==> config.mk <==
export PLATFORM = sky130hd
export DESIGN_NAME = temp_compensate_smooth_flat
export DESIGN_NICKNAME = d
export VERILOG_FILES = /design/src/tcs_pkg.sv /design/src/tcs_in_if.sv /design/src/tcs_out_if.sv /design/src/temp_compensate_smooth.sv /design/src/flat_wrapper.sv
export SDC_FILE = /design/constraint.sdc
export NUM_CORES = 2
export LEC_CHECK = 0
export ABC_AREA = 0
export BUFFER_PORTS_ARGS = -buffer_cell sky130_fd_sc_hd__buf_2
export CORE_UTILIZATION = 65
export CTS_BUF_LIST = sky130_fd_sc_hd__clkbuf_2 sky130_fd_sc_hd__clkbuf_4 sky130_fd_sc_hd__clkbuf_8
export CTS_CLUSTER_DIAMETER = 30
export CTS_CLUSTER_SIZE = 25
export DETAILED_ROUTE_END_ITERATION = 10
export PLACE_DENSITY = 0.82
export REMOVE_ABC_BUFFERS = 1
export SYNTH_ARGS = -nofsm -noshare
export SYNTH_HDL_FRONTEND = slang
export SYNTH_SLANG_ARGS = --single-unit
==> constraint.sdc <==
create_clock -name i_clk -period 11.1 [get_ports i_clk]
set_input_delay 1.665 -clock i_clk [delete_from_list [all_inputs] [get_ports i_clk]]
set_output_delay 1.665 -clock i_clk [all_outputs]
set_load 0.005 [all_outputs]
==> src/tcs_pkg.sv <==
// Shared types, constants and the sequencer control store for the temperature smoother.
`default_nettype none

package tcs_pkg;

    localparam int RAW_W            = 20;
    localparam int CAL_W            = 16;
    localparam int TEMP_W           = 15;
    localparam int CFG_IDX_W        = 2;
    localparam int WINDOW_DEPTH_DEF = 5;

    localparam logic signed [TEMP_W-1:0] TEMP_MIN = -15'sd4000;
    localparam logic signed [TEMP_W-1:0] TEMP_MAX = 15'sd8500;
    localparam logic [CAL_W-1:0] GAIN_RESET = 16'd6554;

    localparam logic [CFG_IDX_W-1:0] REG_CALIB_OFFSET = 2'd0;
    localparam logic [CFG_IDX_W-1:0] REG_CALIB_LINEAR = 2'd1;
    localparam logic [CFG_IDX_W-1:0] REG_CALIB_SQUARE = 2'd2;
    localparam logic [CFG_IDX_W-1:0] REG_SMOOTH_GAIN  = 2'd3;

    // shared multiplier operand widths
    localparam int MA_W = 32;
    localparam int MB_W = 31;
    localparam int MP_W = MA_W + MB_W;

    localparam int STEP_W = 4;
    typedef logic [STEP_W-1:0] t_step;

    localparam t_step STEP_FIRST = 4'd1;
    localparam t_step STEP_LAST  = 4'd12;

    typedef enum logic [2:0] {
        A_NONE, A_D1, A_D2, A_SQ, A_U, A_QUO, A_DIFF
    } t_asel;

    typedef enum logic [2:0] {
        B_NONE, B_T2, B_D2, B_T3, B_RECIP, B_DEPTH, B_GAIN
    } t_bsel;

    typedef enum logic [3:0] {
        WB_NONE, WB_VAR1, WB_TEMP, WB_WIN, WB_QUO, WB_REM, WB_MEAN, WB_ACC, WB_OUT
    } t_wb;

    typedef enum logic [1:0] {
        J_NEXT, J_WAIT_IN, J_WAIT_OUT, J_RESTART
    } t_jmp;

    typedef struct packed {
        t_asel a_sel;
        t_bsel b_sel;
        t_wb   wb;
        t_jmp  jmp;
    } t_uword;

    // Microprogram: the product of step k is consumed by step k+1.
    function automatic t_uword f_ucode(input t_step step);
        t_uword uw;
        case (step)
            4'd0:    uw = '{A_NONE, B_NONE,  WB_NONE, J_WAIT_IN};
            4'd1:    uw = '{A_D1,   B_T2,    WB_NONE, J_NEXT};
            4'd2:    uw = '{A_D2,   B_D2,    WB_VAR1, J_NEXT};
            4'd3:    uw = '{A_SQ,   B_T3,    WB_NONE, J_NEXT};
            4'd4:    uw = '{A_NONE, B_NONE,  WB_TEMP, J_NEXT};
            4'd5:    uw = '{A_NONE, B_NONE,  WB_WIN,  J_NEXT};
            4'd6:    uw = '{A_U,    B_RECIP, WB_NONE, J_NEXT};
            4'd7:    uw = '{A_QUO,  B_DEPTH, WB_QUO,  J_NEXT};
            4'd8:    uw = '{A_NONE, B_NONE,  WB_REM,  J_NEXT};
            4'd9:    uw = '{A_NONE, B_NONE,  WB_MEAN, J_NEXT};
            4'd10:   uw = '{A_DIFF, B_GAIN,  WB_NONE, J_NEXT};
            4'd11:   uw = '{A_NONE, B_NONE,  WB_ACC,  J_NEXT};
            4'd12:   uw = '{A_NONE, B_NONE,  WB_OUT,  J_WAIT_OUT};
            default: uw = '{A_NONE, B_NONE,  WB_NONE, J_RESTART};
        endcase
        return uw;
    endfunction

    function automatic logic signed [TEMP_W-1:0] f_sat_temp(input logic signed [31:0] v);
        logic signed [TEMP_W-1:0] r;
        if (v < 32'(TEMP_MIN)) begin
            r = TEMP_MIN;
        end else if (v > 32'(TEMP_MAX)) begin
            r = TEMP_MAX;
        end else begin
            r = v[TEMP_W-1:0];
        end
        return r;
    endfunction

endpackage

`default_nettype wire

==> src/tcs_in_if.sv <==
// Input channel: one raw sensor conversion per beat.
`default_nettype none

interface tcs_in_if import tcs_pkg::*; ();
    logic             valid;
    logic             ready;
    logic [RAW_W-1:0] raw_reading;

    modport source (output valid, output raw_reading, input ready);
    modport sink   (input valid, input raw_reading, output ready);
endinterface

`default_nettype wire

==> src/tcs_out_if.sv <==
// Output channel: compensated and smoothed temperature per beat.
`default_nettype none

interface tcs_out_if import tcs_pkg::*; ();
    logic                     valid;
    logic                     ready;
    logic signed [TEMP_W-1:0] temp_centi;
    logic signed [TEMP_W-1:0] smoothed_centi;

    modport source (output valid, output temp_centi, output smoothed_centi, input ready);
    modport sink   (input valid, input temp_centi, input smoothed_centi, output ready);
endinterface

`default_nettype wire

==> src/temp_compensate_smooth.sv <==
// Temperature compensation, moving-average window and low-pass filter, microcoded.
//
// Usage:
//   i_in  : one raw 20-bit conversion per beat (valid/ready).
//   o_out : one beat per reading: compensated temp_centi and smoothed_centi,
//           both in hundredths of a degree, saturated to -4000..8500.
//   cfg   : i_cfg_we/i_cfg_idx/i_cfg_wdata write calib_offset, calib_linear,
//           calib_square and smooth_gain (indexes 0..3); write only when idle.
// Sequencing: a taken reading runs the 12-step microprogram, which runs six
//   multiplies through a single shared multiplier; the next reading is taken
//   only after the last step, once the result has been loaded for output.
// Reset: calibration words clear, smooth_gain returns to 6554, the window,
//   its running sum and the filter state clear to zero.
// Stall: a finished result waits in the output register; the next reading is
//   taken and worked on meanwhile, and the sequencer holds at its last step
//   until the output register is free.
`default_nettype none

module temp_compensate_smooth import tcs_pkg::*; #(
    parameter int WINDOW_DEPTH = WINDOW_DEPTH_DEF
) (
    input  wire logic                 i_clk,
    input  wire logic                 i_rst_n,
    input  wire logic                 i_cfg_we,
    input  wire logic [CFG_IDX_W-1:0] i_cfg_idx,
    input  wire logic [CAL_W-1:0]     i_cfg_wdata,
    tcs_in_if.sink                    i_in,
    tcs_out_if.source                 o_out
);

    localparam int REM_W  = (WINDOW_DEPTH > 1) ? $clog2(WINDOW_DEPTH) : 1;
    localparam int SUM_W  = TEMP_W + $clog2(WINDOW_DEPTH + 1);
    localparam int U_W    = SUM_W - 1 + $clog2(WINDOW_DEPTH + 1);
    localparam int K_SH   = U_W + 4;
    localparam int RECIP  = ((1 << K_SH) + WINDOW_DEPTH - 1) / WINDOW_DEPTH;
    localparam int FRAC_N = 2 ** REM_W;
    localparam int VAR_W  = 23;
    localparam int TS_W   = VAR_W + 1;
    localparam int T5_W   = 28;
    localparam int ACC_W  = 31;

    localparam logic [U_W-1:0]   BIAS     = U_W'(WINDOW_DEPTH * (1 << (SUM_W - 1)));
    localparam logic [U_W-1:0]   QBIAS    = U_W'(1 << (SUM_W - 1));
    localparam logic [REM_W-1:0] LAST_POS = REM_W'(WINDOW_DEPTH - 1);

    // calibration registers
    logic [CAL_W-1:0]        r_calib_offset;
    logic signed [CAL_W-1:0] r_calib_linear;
    logic signed [CAL_W-1:0] r_calib_square;
    logic [CAL_W-1:0]        r_smooth_gain;

    // sequencer
    t_step  r_step;
    t_step  n_step;
    t_uword uw;
    logic   in_acc;
    logic   out_free;
    logic   wb_en;

    // datapath
    logic [RAW_W-1:0]         r_raw;
    logic signed [MA_W-1:0]   w_ma;
    logic signed [MB_W-1:0]   w_mb;
    logic signed [MP_W-1:0]   r_prod;
    logic signed [VAR_W-1:0]  r_var1;
    logic signed [TEMP_W-1:0] r_temp;
    logic signed [TEMP_W-1:0] r_win [WINDOW_DEPTH];
    logic [REM_W-1:0]         r_wpos;
    logic signed [SUM_W-1:0]  r_sum;
    logic [U_W-1:0]           r_quo;
    logic [REM_W-1:0]         r_rem;
    logic signed [ACC_W-1:0]  r_mean;
    logic signed [ACC_W-1:0]  r_acc;

    logic                     r_out_valid;
    logic signed [TEMP_W-1:0] r_out_temp;
    logic signed [TEMP_W-1:0] r_out_smooth;

    logic signed [17:0]       w_d1;
    logic signed [16:0]       w_d2;
    logic [U_W-1:0]           w_u;
    logic [U_W-1:0]           w_rem_full;
    logic [U_W-1:0]           w_qs;
    logic signed [MA_W-1:0]   w_diff;
    logic signed [VAR_W-1:0]  w_var2;
    logic signed [TS_W-1:0]   w_tsum;
    logic signed [T5_W-1:0]   w_tx;
    logic signed [T5_W-1:0]   w_t5;
    logic signed [T5_W-1:0]   w_tshift;
    logic signed [31:0]       w_smr;
    logic signed [31:0]       w_sm;
    logic [15:0]              w_frac [FRAC_N];

    // floor(r * 65536 / depth) for each remainder
    for (genvar g = 0; g < FRAC_N; g++) begin : g_frac
        localparam logic [15:0] FV = 16'((g * 65536) / WINDOW_DEPTH);
        assign w_frac[g] = FV;
    end

    assign uw       = f_ucode(r_step);
    assign in_acc   = i_in.valid && i_in.ready;
    assign out_free = !r_out_valid || o_out.ready;
    assign wb_en    = (uw.jmp != J_WAIT_OUT) || out_free;

    assign i_in.ready           = (uw.jmp == J_WAIT_IN);
    assign o_out.valid          = r_out_valid;
    assign o_out.temp_centi     = r_out_temp;
    assign o_out.smoothed_centi = r_out_smooth;

    assign w_d1       = $signed({1'b0, r_raw[RAW_W-1:3]}) - $signed({1'b0, r_calib_offset, 1'b0});
    assign w_d2       = $signed({1'b0, r_raw[RAW_W-1:4]}) - $signed({1'b0, r_calib_offset});
    assign w_u        = U_W'(r_sum) + BIAS;
    assign w_rem_full = w_u - r_prod[U_W-1:0];
    assign w_qs       = r_quo - QBIAS;
    assign w_diff     = MA_W'(r_mean) - MA_W'(r_acc);

    assign w_var2   = $signed(r_prod[36:14]);
    assign w_tsum   = TS_W'(r_var1) + TS_W'(w_var2);
    assign w_tx     = T5_W'(w_tsum);
    assign w_t5     = (w_tx <<< 2) + w_tx + T5_W'(128);
    assign w_tshift = w_t5 >>> 8;

    assign w_smr = 32'(r_acc) + 32'sd32768;
    assign w_sm  = w_smr >>> 16;

    always_comb begin
        case (uw.a_sel)
            A_D1:    w_ma = MA_W'(w_d1);
            A_D2:    w_ma = MA_W'(w_d2);
            A_SQ:    w_ma = MA_W'(r_prod[31:12]);
            A_U:     w_ma = MA_W'(w_u);
            A_QUO:   w_ma = MA_W'(r_prod[K_SH+U_W-1:K_SH]);
            A_DIFF:  w_ma = w_diff;
            default: w_ma = '0;
        endcase
        case (uw.b_sel)
            B_T2:    w_mb = MB_W'(r_calib_linear);
            B_D2:    w_mb = MB_W'(w_d2);
            B_T3:    w_mb = MB_W'(r_calib_square);
            B_RECIP: w_mb = MB_W'(RECIP);
            B_DEPTH: w_mb = MB_W'(WINDOW_DEPTH);
            B_GAIN:  w_mb = MB_W'(r_smooth_gain);
            default: w_mb = '0;
        endcase
    end

    always_comb begin
        case (uw.jmp)
            J_NEXT:     n_step = r_step + t_step'(1);
            J_WAIT_IN:  n_step = in_acc ? STEP_FIRST : r_step;
            J_WAIT_OUT: n_step = out_free ? '0 : r_step;
            default:    n_step = '0;
        endcase
    end

    // control state, configuration, window and filter state
    always_ff @(posedge i_clk) begin
        if (!i_rst_n) begin
            r_step         <= '0;
            r_out_valid    <= 1'b0;
            r_calib_offset <= '0;
            r_calib_linear <= '0;
            r_calib_square <= '0;
            r_smooth_gain  <= GAIN_RESET;
            r_wpos         <= '0;
            r_sum          <= '0;
            r_acc          <= '0;
            for (int i = 0; i < WINDOW_DEPTH; i++) begin
                r_win[i] <= '0;
            end
        end else begin
            r_step <= n_step;
            if (i_cfg_we) begin
                case (i_cfg_idx)
                    REG_CALIB_OFFSET: r_calib_offset <= i_cfg_wdata;
                    REG_CALIB_LINEAR: r_calib_linear <= $signed(i_cfg_wdata);
                    REG_CALIB_SQUARE: r_calib_square <= $signed(i_cfg_wdata);
                    REG_SMOOTH_GAIN:  r_smooth_gain  <= i_cfg_wdata;
                    default: ;
                endcase
            end
            if (o_out.ready && !(wb_en && (uw.wb == WB_OUT))) begin
                r_out_valid <= 1'b0;
            end
            if (wb_en) begin
                case (uw.wb)
                    WB_WIN: begin
                        r_sum         <= r_sum - SUM_W'(r_win[r_wpos]) + SUM_W'(r_temp);
                        r_win[r_wpos] <= r_temp;
                        r_wpos        <= (r_wpos == LAST_POS) ? '0 : r_wpos + REM_W'(1);
                    end
                    WB_ACC: r_acc <= r_acc + $signed(r_prod[ACC_W+15:16]);
                    WB_OUT: r_out_valid <= 1'b1;
                    default: ;
                endcase
            end
        end
    end

    // payload
    always_ff @(posedge i_clk) begin
        r_prod <= w_ma * w_mb;
        if (in_acc) begin
            r_raw <= i_in.raw_reading;
        end
        if (wb_en) begin
            case (uw.wb)
                WB_VAR1: r_var1 <= $signed(r_prod[33:11]);
                WB_TEMP: r_temp <= f_sat_temp(32'(w_tshift));
                WB_QUO:  r_quo  <= r_prod[K_SH+U_W-1:K_SH];
                WB_REM:  r_rem  <= w_rem_full[REM_W-1:0];
                WB_MEAN: r_mean <= $signed({w_qs[TEMP_W-1:0], w_frac[r_rem]});
                WB_OUT: begin
                    r_out_temp   <= r_temp;
                    r_out_smooth <= f_sat_temp(w_sm);
                end
                default: ;
            endcase
        end
    end

    a_accept_starts: assert property (@(posedge i_clk) disable iff (!i_rst_n)
        in_acc |=> (r_step == STEP_FIRST))
        else $error("accepted beat did not start the microprogram");

    a_wpos_range: assert property (@(posedge i_clk) disable iff (!i_rst_n)
        r_wpos <= LAST_POS)
        else $error("window write position out of range");

    a_rem_range: assert property (@(posedge i_clk) disable iff (!i_rst_n)
        (uw.wb == WB_MEAN) |-> (r_rem <= LAST_POS))
        else $error("division remainder not below window depth");

    a_out_from_last: assert property (@(posedge i_clk) disable iff (!i_rst_n)
        $rose(r_out_valid) |-> ($past(r_step) == STEP_LAST))
        else $error("result loaded outside the final step");

endmodule

`default_nettype wire

==> src/flat_wrapper.sv <==
// flat-port wrapper written by rule: the top's interface ports become plain ports
module temp_compensate_smooth_flat import tcs_pkg::*;
#(
    parameter int WINDOW_DEPTH = WINDOW_DEPTH_DEF
)
  (i_clk, i_rst_n, i_cfg_we, i_cfg_idx, i_cfg_wdata, i_in_valid, i_in_raw_reading, i_in_ready, o_out_valid, o_out_temp_centi, o_out_smoothed_centi, o_out_ready);
  tcs_in_if i_in_i ();
  tcs_out_if o_out_i ();
  input  wire logic i_clk;
  input  wire logic i_rst_n;
  input  wire logic i_cfg_we;
  input  wire logic [CFG_IDX_W-1:0] i_cfg_idx;
  input  wire logic [CAL_W-1:0] i_cfg_wdata;
  input wire logic [$bits(i_in_i.valid)-1:0] i_in_valid;
  input wire logic [$bits(i_in_i.raw_reading)-1:0] i_in_raw_reading;
  output wire logic [$bits(i_in_i.ready)-1:0] i_in_ready;
  output wire logic [$bits(o_out_i.valid)-1:0] o_out_valid;
  output wire logic [$bits(o_out_i.temp_centi)-1:0] o_out_temp_centi;
  output wire logic [$bits(o_out_i.smoothed_centi)-1:0] o_out_smoothed_centi;
  input wire logic [$bits(o_out_i.ready)-1:0] o_out_ready;
  assign i_in_i.valid = i_in_valid;
  assign i_in_i.raw_reading = i_in_raw_reading;
  assign i_in_ready = i_in_i.ready;
  assign o_out_valid = o_out_i.valid;
  assign o_out_temp_centi = o_out_i.temp_centi;
  assign o_out_smoothed_centi = o_out_i.smoothed_centi;
  assign o_out_i.ready = o_out_ready;
  temp_compensate_smooth #(.WINDOW_DEPTH(WINDOW_DEPTH)) u_core (.i_clk(i_clk), .i_rst_n(i_rst_n), .i_cfg_we(i_cfg_we), .i_cfg_idx(i_cfg_idx), .i_cfg_wdata(i_cfg_wdata), .i_in(i_in_i), .o_out(o_out_i));
endmodule
==> flow_metrics.tcl <==
set metrics [dict create \
    synthCells 5242 \
    nNetsFinal 6517 \
    setup-violations-final 0 \
    r2r_slack_ps 280 \
    static-leakage-power_nw 25.2 \
    clkLatencyLatePin_ps 720 \
    seq_area_frac_synth 0.216 \
    maxCapViolCount 0 \
    synthFlopType "edfxtp_1" \
    drive_above_1_share 0.0857 \
    routed_wl_um 139000 \
    worst_pin_slew_ps 1270 \
    drt-initial-drc-count 3670 \
    path_clk_slew_ps 60 \
    netlist_top_cells_count "inv_1, fa_1, nand2_1" \
    start_kind "flop" \
    path_class "flop to flop" \
    synth_top_area_share 0.321 \
    cpLargestDelayFamily "adder cells" \
    slowest_stage "o21ai_0" \
    synth-seq-cells 414 \
    synthToLayoutAreaGrowth_pct 7.72 \
    hpwlAfterDp_um 111000 \
    finalSetupTns_ps 0 \
    drc 0 \
    fmax_mhz 92.4 \
    yosysWarnings 0 \
    vias 38200 \
    synth_simple_gate_area_frac 0.129 \
    fillCellCount 5406 \
    rsz0062_at_grt "false" \
    synth.distinct_cells 86 \
    relSlewSlack 0.153 \
    stdcell_area_um2 53500 \
    rows 100 \
    antenna_found_initial 3 \
    finalCoreUtilization 0.712 \
    first_pass_iters 6 \
    synth_edf_count 242 \
    cts_buffers 81 \
    synth_compound_area_frac 0.0901 \
    pin_count 75 \
    power_mw 7.33 \
    yosysMostFrequentCell "inv_1" \
    netlist_top_cells_area "fa_1, edfxtp_1, ha_1" \
    worst_path_most_repeated_cell "fa_1" \
    grt_pass1_vias 39700 \
    yosys.area_share.xor_xnor 0.0346 \
    worstHoldStart "u_core.r_quo[11]$_DFFE_PP_" \
    die_height_um 278 \
    grt_usage 0.367 \
    async_reset_ff_frac 0 \
    r2r-start "u_core.r_mean[12]$_DFFE_PP_" \
    core_um2 75100 \
    syn_area_per_cell_um2 9.47 \
    dpl_cell_area_um2 51600 \
    initial_core_util 0.661 \
    critical_path_arrival_ps 11370 \
    finalCritPeriodShare 0.975 \
    yosys.area_share.adder 0.408 \
    grt_pass1_wl_um 216000 \
    fin_crit_ps 10820 \
    die_w_um 278 \
    wl_per_cell_um 21.8 \
    cts_sinks 414 \
    slew_viol_final 0 \
    place.gp.congestion 1.02 \
    clock-skew-final_ps 70.6 \
    die-area_um2 77500 \
    overflow 0 \
    crit_path_end_kind "flop" \
    hold_viol 0 \
    cts_post_setup_buffers_inserted 0 \
    clockBufferDepth 3 \
    status "completed" \
    htreeDepth 3 \
    slowest_delay_ps 660 \
    worstPathMaxFanout 10 \
    powerDensity_nw_per_um2 137 \
    syn_area_um2 49700 \
    ir_drop_uv 188 \
    yosysTopAreaCell "fa_1" \
    cts_tree "done" \
    hp-class "flop to flop" \
    required_ps 11650 \
    synth_top_family_by_area "adder cells" \
    viasPerCell 6.00 \
    cts_root_buf "clkbuf_8" \
    drtAntennaViolNets 0 \
    port-buffer-count 71 \
    critPathBufInv 7 \
    critPathLaunch "u_core.r_mean[12]$_DFFE_PP_" \
    synthMuxAreaShare 0.0254 \
    grt_max_degree 97 \
]
-- area by class of cell --
| class | instances | area [µm²] | area share |
|---|---|---|---|
| Antenna cell | 1 | 2.50 | 0.0000468 |
| Clock buffer | 92 | 1220 | 0.0229 |
| Clock inverter | 60 | 606 | 0.0113 |
| Inverter | 1091 | 4100 | 0.0766 |
| Multi-Input combinational cell | 3553 | 34400 | 0.643 |
| Sequential cell | 414 | 10700 | 0.200 |
| Tap cell | 969 | 1210 | 0.0227 |
| Timing Repair Buffer | 190 | 1250 | 0.0234 |
-- stage by stage --
| step | instances | setup WS (ps) | hold WS [ps] |
|---|---|---|---|
| 6_report | 6370 | 281 | 417 |
| 5_1_grt | 6370 | 3.66 | 428 |
| 4_1_cts | 6369 | 215 | 419 |
| 3_5_place_dp | 6217 | 279 | 405 |
| 3_3_place_gp | 6217 | 490 | 401 |
| 2_1_floorplan | 5058 | 516 | 386 |
-- cells in the final DEF (no fill, tap or decap), types with 26 or more instances in the layout --
master	n
mux2i_1	26
nor2_1	438
mux2_2	28
buf_2	70
xor2_1	56
nand3_1	56
ha_1	347
edfxtp_1	242
o21ai_0	130
buf_4	120
inv_1	1090
and2_1	81
nor4_1	38
nor3_1	54
mux4_2	30
clkbuf_8	85
o21a_1	37
fa_1	796
dfxtp_1	169
a21o_1	62
a21boi_0	77
xnor2_1	136
nor2b_1	35
a21oi_1	143
nand2b_1	48
nand2_1	620
-- path summary, 6_finish.rpt --
check | to | cells after the start
worst max-delay path | u_core.r_prod[46]$_DFF_P_ | 34
worst min-delay path | u_core.r_mean[27]$_DFFE_PP_ | 0
worst max register to register | u_core.r_prod[46]$_DFF_P_ | 34
worst min register to register | u_core.r_mean[27]$_DFFE_PP_ | 0
-- sequential cells by signal, indices dropped and copies added, names as in the netlist, 16 cells and up, named ones only --
register,flops
u_core.r_var1,23
u_core.r_acc,31
u_core.r_prod,39
u_core.r_sum,18
u_core.r_calib_square,16
u_core.r_calib_linear,16
u_core.r_win,120
u_core.r_mean,19
u_core.r_calib_offset,16
u_core.r_smooth_gain,16
u_core.r_raw,17
-- metal layers --
metal / part of all wire / up-vias / GRT usage / routed length [µm]
met5: 0.00019 / - / 0 / 26
met4: 0.064 / 4 / 0.212 / 8900
met3: 0.11 / 547 / 0.0875 / 15500
met2: 0.47 / 2169 / 0.597 / 64900
met1: 0.36 / 18800 / 0.449 / 49700
li1: - / 16700 / - / -
-- worst reg2reg max path: cells and delay by family (launching register included) --
family | cells | cell delay, ps
AO/OA/AOI/OAI | 8 | 2130
XOR/XNOR | 3 | 700
adder cells (fa/ha/maj) | 11 | 5110
buffers and inverters | 7 | 960
flip-flops | 1 | 450
AND/OR/NAND/NOR | 5 | 1330
-- logic make-up (layout without fill, tap and decap cells) --
logic type	Yosys count	in the layout
and+or+nand+nor	1465	1465
buffers and inverters	1275	1433
adders and majority gates	1143	1143
AOI/OAI and AO/OA	666	666
DFF	414	414
xor gates and xnor gates	194	194
muxes	85	85
other	0	1
-- report_power, final --
group / switching [mW] / internal [mW]
sequential: 0.134 / 1.74
combinational: 2.31 / 1.44
clock: 0.794 / 0.906
-- timing repair --
item                                    in CTS  in global routing
hold endpoints to repair                     0                  0
resized for setup                            0                  8
endpoints found under the setup margin       0                  5
hold buffers                                 0                  0
Note: power is estimated with default switching activity, not from simulation.
